===== src/rtl/core/ptl_pkg.sv =====
// ----------------------------------------------------------------------------
// ptl_pkg: shared definitions for the point to line distance block
// Widths, register indexes and the control group that travels with an item.
// ----------------------------------------------------------------------------
package ptl_pkg;

  localparam int COORD_WIDTH_DEF = 32;
  localparam int FRAC_BITS_DEF   = 16;
  localparam int OUT_WIDTH       = 32;
  localparam int QUOT_WIDTH      = 2 * OUT_WIDTH;
  localparam int CFG_IDX_W       = 3;
  localparam int NUM_AXES        = 3;

  typedef enum logic [CFG_IDX_W-1:0] {
    REG_ORIGIN_X = 3'd0,
    REG_ORIGIN_Y = 3'd1,
    REG_ORIGIN_Z = 3'd2,
    REG_DIR_X    = 3'd3,
    REG_DIR_Y    = 3'd4,
    REG_DIR_Z    = 3'd5
  } cfg_reg_t;

  typedef struct packed {
    logic valid;
    logic degen;
    logic sat;
  } ptl_ctl_t;

endpackage


===== src/rtl/core/ptl_sqrt.sv =====
// ----------------------------------------------------------------------------
// ptl_sqrt: pipelined integer square root
// One root bit per stage, taking two bits of the quotient at a time.
// ----------------------------------------------------------------------------
module ptl_sqrt (
  input  logic                           clk,
  input  logic                           rst_n,
  input  logic                           adv,
  input  ptl_pkg::ptl_ctl_t              q_ctl,
  input  logic [ptl_pkg::QUOT_WIDTH-1:0] quot,
  output ptl_pkg::ptl_ctl_t              r_ctl,
  output logic [ptl_pkg::OUT_WIDTH-1:0]  root
);
  import ptl_pkg::*;

  localparam int OW = OUT_WIDTH;
  localparam int QW = QUOT_WIDTH;
  localparam int RW = OW + 2;

  ptl_ctl_t      ctl_r  [OW+1];
  logic [RW-1:0] rem_r  [OW+1];
  logic [OW-1:0] root_r [OW+1];
  logic [QW-1:0] xs_r   [OW+1];

  assign ctl_r[0]  = q_ctl;
  assign rem_r[0]  = '0;
  assign root_r[0] = '0;
  assign xs_r[0]   = quot;

  for (genvar j = 0; j < OW; j++) begin : g_step
    logic [RW+1:0] cur;
    logic [RW+1:0] trial;
    logic          take;

    always_comb begin
      cur   = {rem_r[j], xs_r[j][QW-1:QW-2]};
      trial = (RW+2)'({root_r[j], 2'b01});
      take  = cur >= trial;
    end

    always_ff @(posedge clk) begin
      if (!rst_n) begin
        ctl_r[j+1].valid <= 1'b0;
      end else if (adv) begin
        ctl_r[j+1].valid <= ctl_r[j].valid;
      end
    end

    always_ff @(posedge clk) begin
      if (adv) begin
        ctl_r[j+1].degen <= ctl_r[j].degen;
        ctl_r[j+1].sat   <= ctl_r[j].sat;
        rem_r[j+1]       <= take ? RW'(cur - trial) : RW'(cur);
        root_r[j+1]      <= {root_r[j][OW-2:0], take};
        xs_r[j+1]        <= {xs_r[j][QW-3:0], 2'b00};
      end
    end
  end

  assign r_ctl = ctl_r[OW];
  assign root  = root_r[OW];

endmodule

===== config.mk =====
export PLATFORM = sky130hd
export DESIGN_NAME = ptl_sqrt
export DESIGN_NICKNAME = d
export VERILOG_FILES = /design/src/rtl/core/ptl_pkg.sv /design/src/rtl/core/ptl_sqrt.sv
export SDC_FILE = /design/constraint.sdc
export NUM_CORES = 2
export LEC_CHECK = 0
export BUFFER_PORTS_ARGS = -buffer_cell sky130_fd_sc_hd__clkbuf_2
export CAP_MARGIN = 40
export CORE_MARGIN = 3
export CORE_UTILIZATION = 35
export DETAILED_ROUTE_END_ITERATION = 8
export SETUP_SLACK_MARGIN = 0.05
export SYNTH_ARGS = -nofsm -noshare
export SYNTH_HDL_FRONTEND = slang
export SYNTH_SLANG_ARGS = --single-unit

===== constraint.sdc =====
create_clock -name clk -period 3.55 [get_ports clk]
set_input_delay 0.71 -clock clk [delete_from_list [all_inputs] [get_ports clk]]
set_output_delay 0.71 -clock clk [all_outputs]
set_load 0.1 [all_outputs]

; ---- Yosys cells after proc, flatten, opt, wreduce, memory -nomap -nowiden
; Cells that the tools add are included.
[word_totals]
register_bits = 2639
word_cells = 285
[op_classes]
mux = 31
add_sub_neg = 31
magnitude_cmp = 32
[ops]
columns = cell, count
row1 = $mux 34, 30
row2 = $ge 36x10->1, 1
row3 = $ge 36x11->1, 1
row4 = $ge 36x12->1, 1
row5 = $ge 36x13->1, 1
row6 = $ge 36x14->1, 1
row7 = $ge 36x15->1, 1
row8 = $ge 36x16->1, 1
row9 = $ge 36x17->1, 1
row10 = $ge 36x18->1, 1
row11 = $ge 36x19->1, 1
row12 = $ge 36x20->1, 1
row13 = $ge 36x21->1, 1
row14 = $ge 36x22->1, 1
row15 = $ge 36x23->1, 1
row16 = $ge 36x24->1, 1
row17 = $ge 36x25->1, 1
row18 = $ge 36x26->1, 1
row19 = $ge 36x27->1, 1
row20 = $ge 36x28->1, 1
row21 = $ge 36x29->1, 1
row22 = $ge 36x3->1, 1
row23 = $ge 36x30->1, 1
row24 = $ge 36x31->1, 1
row25 = 41 further kinds, 41

; ---- Longest topological paths before layout
[logic_depth]
word_depth = 2
depth_mapped = 15
ltp_nobuf = 12

; ---- Least setup slack after synthesis
; No wires, ideal clock.
[synth_timing]
path_type = register -> register
start = register rem_r (netlist bit g_step[23].cur[7])
end = register rem_r (netlist bit g_step[24].cur[11]) (data pin)
n_path_buf = 3
t_arrival_ns = 2.939
slack_ns = 0.342
path_stages_with_launch = 13
period_less_slack_ns = 3.208
cell_sequence = edfxtp_1 > ha_1 > a21o_1 > a21oi_1 > o31a_1 > o31ai_1 > a221o_1 > a211o_1 > clkbuf_1 > a31oi_1 > clkbuf_1 > clkbuf_1 > o21ai_0
[synth_via]
elab_chain_len = 2
elab_cells_between_ends = 3
classes_between = 1 x add/sub / 1 x order compare / 1 x mux
[synth_rtl]
columns = element, line_no
row1 = from (decl), ptl_sqrt.sv:21  ; logic [RW-1:0] rem_r [OW+1];
row2 = "from (signal, indexed assignment)", ptl_sqrt.sv:53  ; rem_r[j+1] <= take ? RW'(cur - trial) : RW'(cur);
row3 = $sub 34x25->34 or $ge 36x25->1 (tied branches), "ptl_sqrt.sv:53, ptl_sqrt.sv:38"
row4 = $mux 34 (*), ptl_sqrt.sv:53
; Every way passes the cells marked *; elsewhere a longest branch is shown, timed or not.
; A chain may end at the register's enable or synchronous reset.

; ---- Worst setup path in the final report
[layout_timing]
start = register root_r (netlist bit g_step[26].trial[3])
end = register rem_r (netlist bit g_step[27].cur[29]) (data pin)
[layout_via]
elab_chain_len = 2
elab_cells_between_ends = 3
classes_between = 1 x add/sub / 1 x order compare / 1 x mux
[layout_rtl]
columns = element, line_no
row1 = from (decl), ptl_sqrt.sv:22  ; logic [OW-1:0] root_r [OW+1];
row2 = "from (signal, indexed assignment)", ptl_sqrt.sv:54  ; root_r[j+1] <= {root_r[j][OW-2:0], take};
row3 = $sub 34x28->34 or $ge 36x28->1 (tied branches), "ptl_sqrt.sv:53, ptl_sqrt.sv:38"
row4 = $mux 34 (*), ptl_sqrt.sv:53
; Marks and branches as above.

==> metrics.yaml <==
worst_setup_path:
  worst_setup_path_start_kind: "register"
  worstPathArrival_ns: 4.02
  crit_fanout: 4
  path_cells: "inv_1 -> ha_1 -> nand2_1 -> o31ai_1 -> buf_4 -> o21ai_0 -> a21oi_1 -> buf_4 -> buf_4 -> a21oi_2 -> buf_4 -> o21ai_0 -> o31ai_1 -> xor2_1 -> o21ai_0"
  critPathKind: "register to register"
  max_stage_delay_ns: 0.43
  rrSetupSlack_ns: 0.14
  reg2reg_depth: 15
  r2r_start: "g_step[26].trial[3]"
  slowest_stage: "edfxtp_1"
  r2r-end: "g_step[27].cur[29]"
  worstPathRequired_ns: 4.16
  setup.worst_path.end_class: "register"
  crit_top_cell: "buf_4"
die:
  die_w_um: 594.5
  dieArea_mm2: 0.3535
  initial_core_util: 0.3526
  core_mm2: 0.3438
  dieHeight_um: 594.5
  pin_count: 105
  num_rows: 215
clock_tree:
  clockBufferDepth: 4
  cts.sinks: 2619
  cts_htree_levels: 5
  clkLatencyLatePin_ns: 0.90
  path_clk_slew_ns: 0.06
  numCtsBuffers: 303
  tritoncts: "built"
  root_buffer: "clkbuf_16"
outcome:
  run_status: "complete, no violations"
sta:
  finalHoldViolCount: 0
  rsz0062_at_grt: "true"
  max_freq_ghz: 0.2930
  worst_slew_pin_slew_ns: 0.7890
  tns_ns: 0
  finalMaxSlewViolations: 0
  slew_headroom: 0.4693
  setup_viol: 0
  min_period_over_period: 0.9613
  finalClockSkew_ns: 0.07603
  final.setup.worst_slack_ns: 0.1376
  fin_crit_ns: 3.412
synth:
  syn_nets: 9971
  ys_ff_latch: 2619
  yosysTopAreaCellShare: 0.6408
  synth_top_cell_by_area: "edfxtp_1"
  netlist_instances: 9339
  synth_ff_type: "edfxtp_1"
  syn_area_mm2: 0.1212
  synth_area_leaders: "edfxtp_1 (64%), ha_1 (5.8%), xor2_1 (3.2%)"
  synthArstFlopShare: 0
  synth_edf_count: 2587
  yosysWarnings: 0
  ys_seq_area_frac: 0.6461
  syn_avg_cell_area_um2: 12.98
  yosysUniqueCellTypes: 101
place:
  port_buffers: 104
  post-place-cells: 14150
  preCtsSetupSlack_ns: -0.2609
  gp_congestion: 0.9364
  hpwl_um: 184500
finish:
  fill_cells: 31500
  area_delta_synth_final_pct: 16.34
  nNetsFinal: 10600
  drive_gt1_frac: 0.1152
  layout_common_cells: "edfxtp_1 (2587), inv_1 (708), nand2_1 (694)"
  final_common_cell: "edfxtp_1"
  fin_cells: 14780
worst_hold_path:
  worstHoldStart: "quot[63]"
  min_delay_path_depth: 2
  hp-class: "input pin to register"
  min_to: "g_step[1].trial[2]"
power:
  power_mw: 90.37
  combPwrFrac: 0.202
  power_density_mw_per_mm2: 640.7
  p_leak_nw: 53.48
  p_clk_frac: 0.341
  ir_drop_v: 0.0003951
  netSwitchingPower_mw: 25.60
  power.internal_mw: 64.77
  seqPwrFrac: 0.457
  sw_frac_of_total: 0.2833
global_route:
  overflow: 0
  antenna_found_initial: 4
  grt_pass1_wl_um: 405200
  grtUsageTotal: 0.1399
  grt_pass1_vias: 75120
  grt_max_degree: 121
routing:
  wl_per_cell_um: 17.20
  drt-pass1-iter-count: 6
  drc: 0
  ant_nets: 0
  vias_per_cell: 5.007
  drt_iter0_markers: 5352
  totalWireLength_um: 254200
  num_vias: 73970
run:
  drv_cap: 0
-- worst max-delay path by stage --
stage,start,to,cells past startpoint
5_1_grt,g_step[28].cur[4],g_step[29].cur[33],11
6_report,g_step[26].trial[3],g_step[27].cur[29],15
3_5_place_dp,g_step[24].cur[2],g_step[25].cur[28],12
2_1_floorplan,g_step[23].cur[7],g_step[24].cur[11],12
3_3_place_gp,g_step[24].cur[2],g_step[25].cur[28],12
4_1_cts,g_step[27].cur[2],g_step[28].cur[32],13
-- cell type report --
| type | instances | area (µm²) | area share |
|---|---|---|---|
| repair buffers | 535 | 4469 | 0.03169 |
| flip-flops and latches | 2619 | 78330 | 0.5553 |
| well taps | 4557 | 5702 | 0.04043 |
| multi-input cells | 5802 | 39960 | 0.2833 |
| inverters | 710 | 2668 | 0.01891 |
| diodes | 1 | 2.502 | 0.00001774 |
| clock buffers | 348 | 7794 | 0.05526 |
| clock inverters | 203 | 2123 | 0.01505 |
-- cell usage after synthesis (18+ instances only) --
| library cell | instances |
|---|---|
| and3_1 | 44 |
| xor2_1 | 442 |
| or3_1 | 105 |
| mux2i_1 | 43 |
| ha_1 | 562 |
| a211o_1 | 19 |
| nor2b_1 | 105 |
| nand4_1 | 109 |
| xnor2_1 | 393 |
| nand2_1 | 695 |
| nor3b_1 | 21 |
| o21a_1 | 110 |
| o21bai_1 | 37 |
| nor2_1 | 496 |
| o21ai_0 | 528 |
| o31ai_1 | 63 |
| nand4b_1 | 18 |
| or2_2 | 50 |
| and2_1 | 38 |
| edfxtp_1 | 2587 |
| nor4b_1 | 19 |
| o211ai_1 | 37 |
| nor3_1 | 218 |
| a31oi_1 | 51 |
| dfxtp_1 | 32 |
| buf_2 | 22 |
| a21o_1 | 250 |
| a2111oi_0 | 22 |
| and4_1 | 18 |
| clkbuf_1 | 168 |
| nand2b_1 | 98 |
| nand3_1 | 136 |
| or4_1 | 54 |
| mux2_2 | 70 |
| nor4_1 | 124 |
| a21oi_1 | 512 |
| a211oi_1 | 55 |
| inv_1 | 708 |
-- routing by layer --
layer,part of all wire,global-route usage
met5,0,0
met4,0.053,0.06796
met3,0.040,0.02041
met2,0.50,0.2498
met1,0.41,0.1643
-- worst max-delay path: cells and delay by family (launching register included) --
kind	cells	cell delay (ns)
fa+ha+maj	1	0.33
flops	1	0.43
simple gates	1	0.13
buf+inv	5	0.70
xor+xnor	1	0.19
compound gates	7	1.35
-- metrics by stage --
stage | cell area, µm² | utilization | hold slack (ns)
floorplan | 121200 | - | 0.4003
global placement | 129900 | 0.3779 | 0.4003
detailed placement | 129900 | 0.3779 | 0.4045
CTS | 140600 | 0.4088 | 0.01208
global route | 141000 | 0.4103 | 0.06691
finish | 141000 | 0.4103 | 0.1139
-- cell families after synthesis --
group,after synthesis,synth area share
buf+inv,918,0.02890
simple gates,2408,0.09944
mux,113,0.01005
other cells,1,0.00003093
compound gates,1883,0.09719
xor+xnor,835,0.06032
fa+ha+maj,562,0.05800
flops,2619,0.6461
-- power groups by stage --
stage	clock network [mW]	registers, mW	logic [mW]
2_1_floorplan	0	41.0	12.6
3_3_place_gp	0	41.9	17.5
3_5_place_dp	0	41.9	17.9
4_1_cts	31.9	41.3	18.0
5_1_grt	33.2	41.7	20.3
6_report	30.8	41.3	18.3
-- repair_timing --
action                                  4_1_cts  5_1_grt
hold buffers                                 65        0
endpoints found under the setup margin       62      246
endpoints found under the hold margin        65        0
gates resized for setup                      15       91
setup buffers                                 0       10
pin swaps                                     2       10
-- state kept, by name, indices dropped and copies added, names as in the netlist --
name and flops:
g_step.cur 1065, xs_r 930, g_step.trial 496, ctl_r 93, root 32, r_ctl 3
Note: power is estimated with default switching activity, not from simulation.
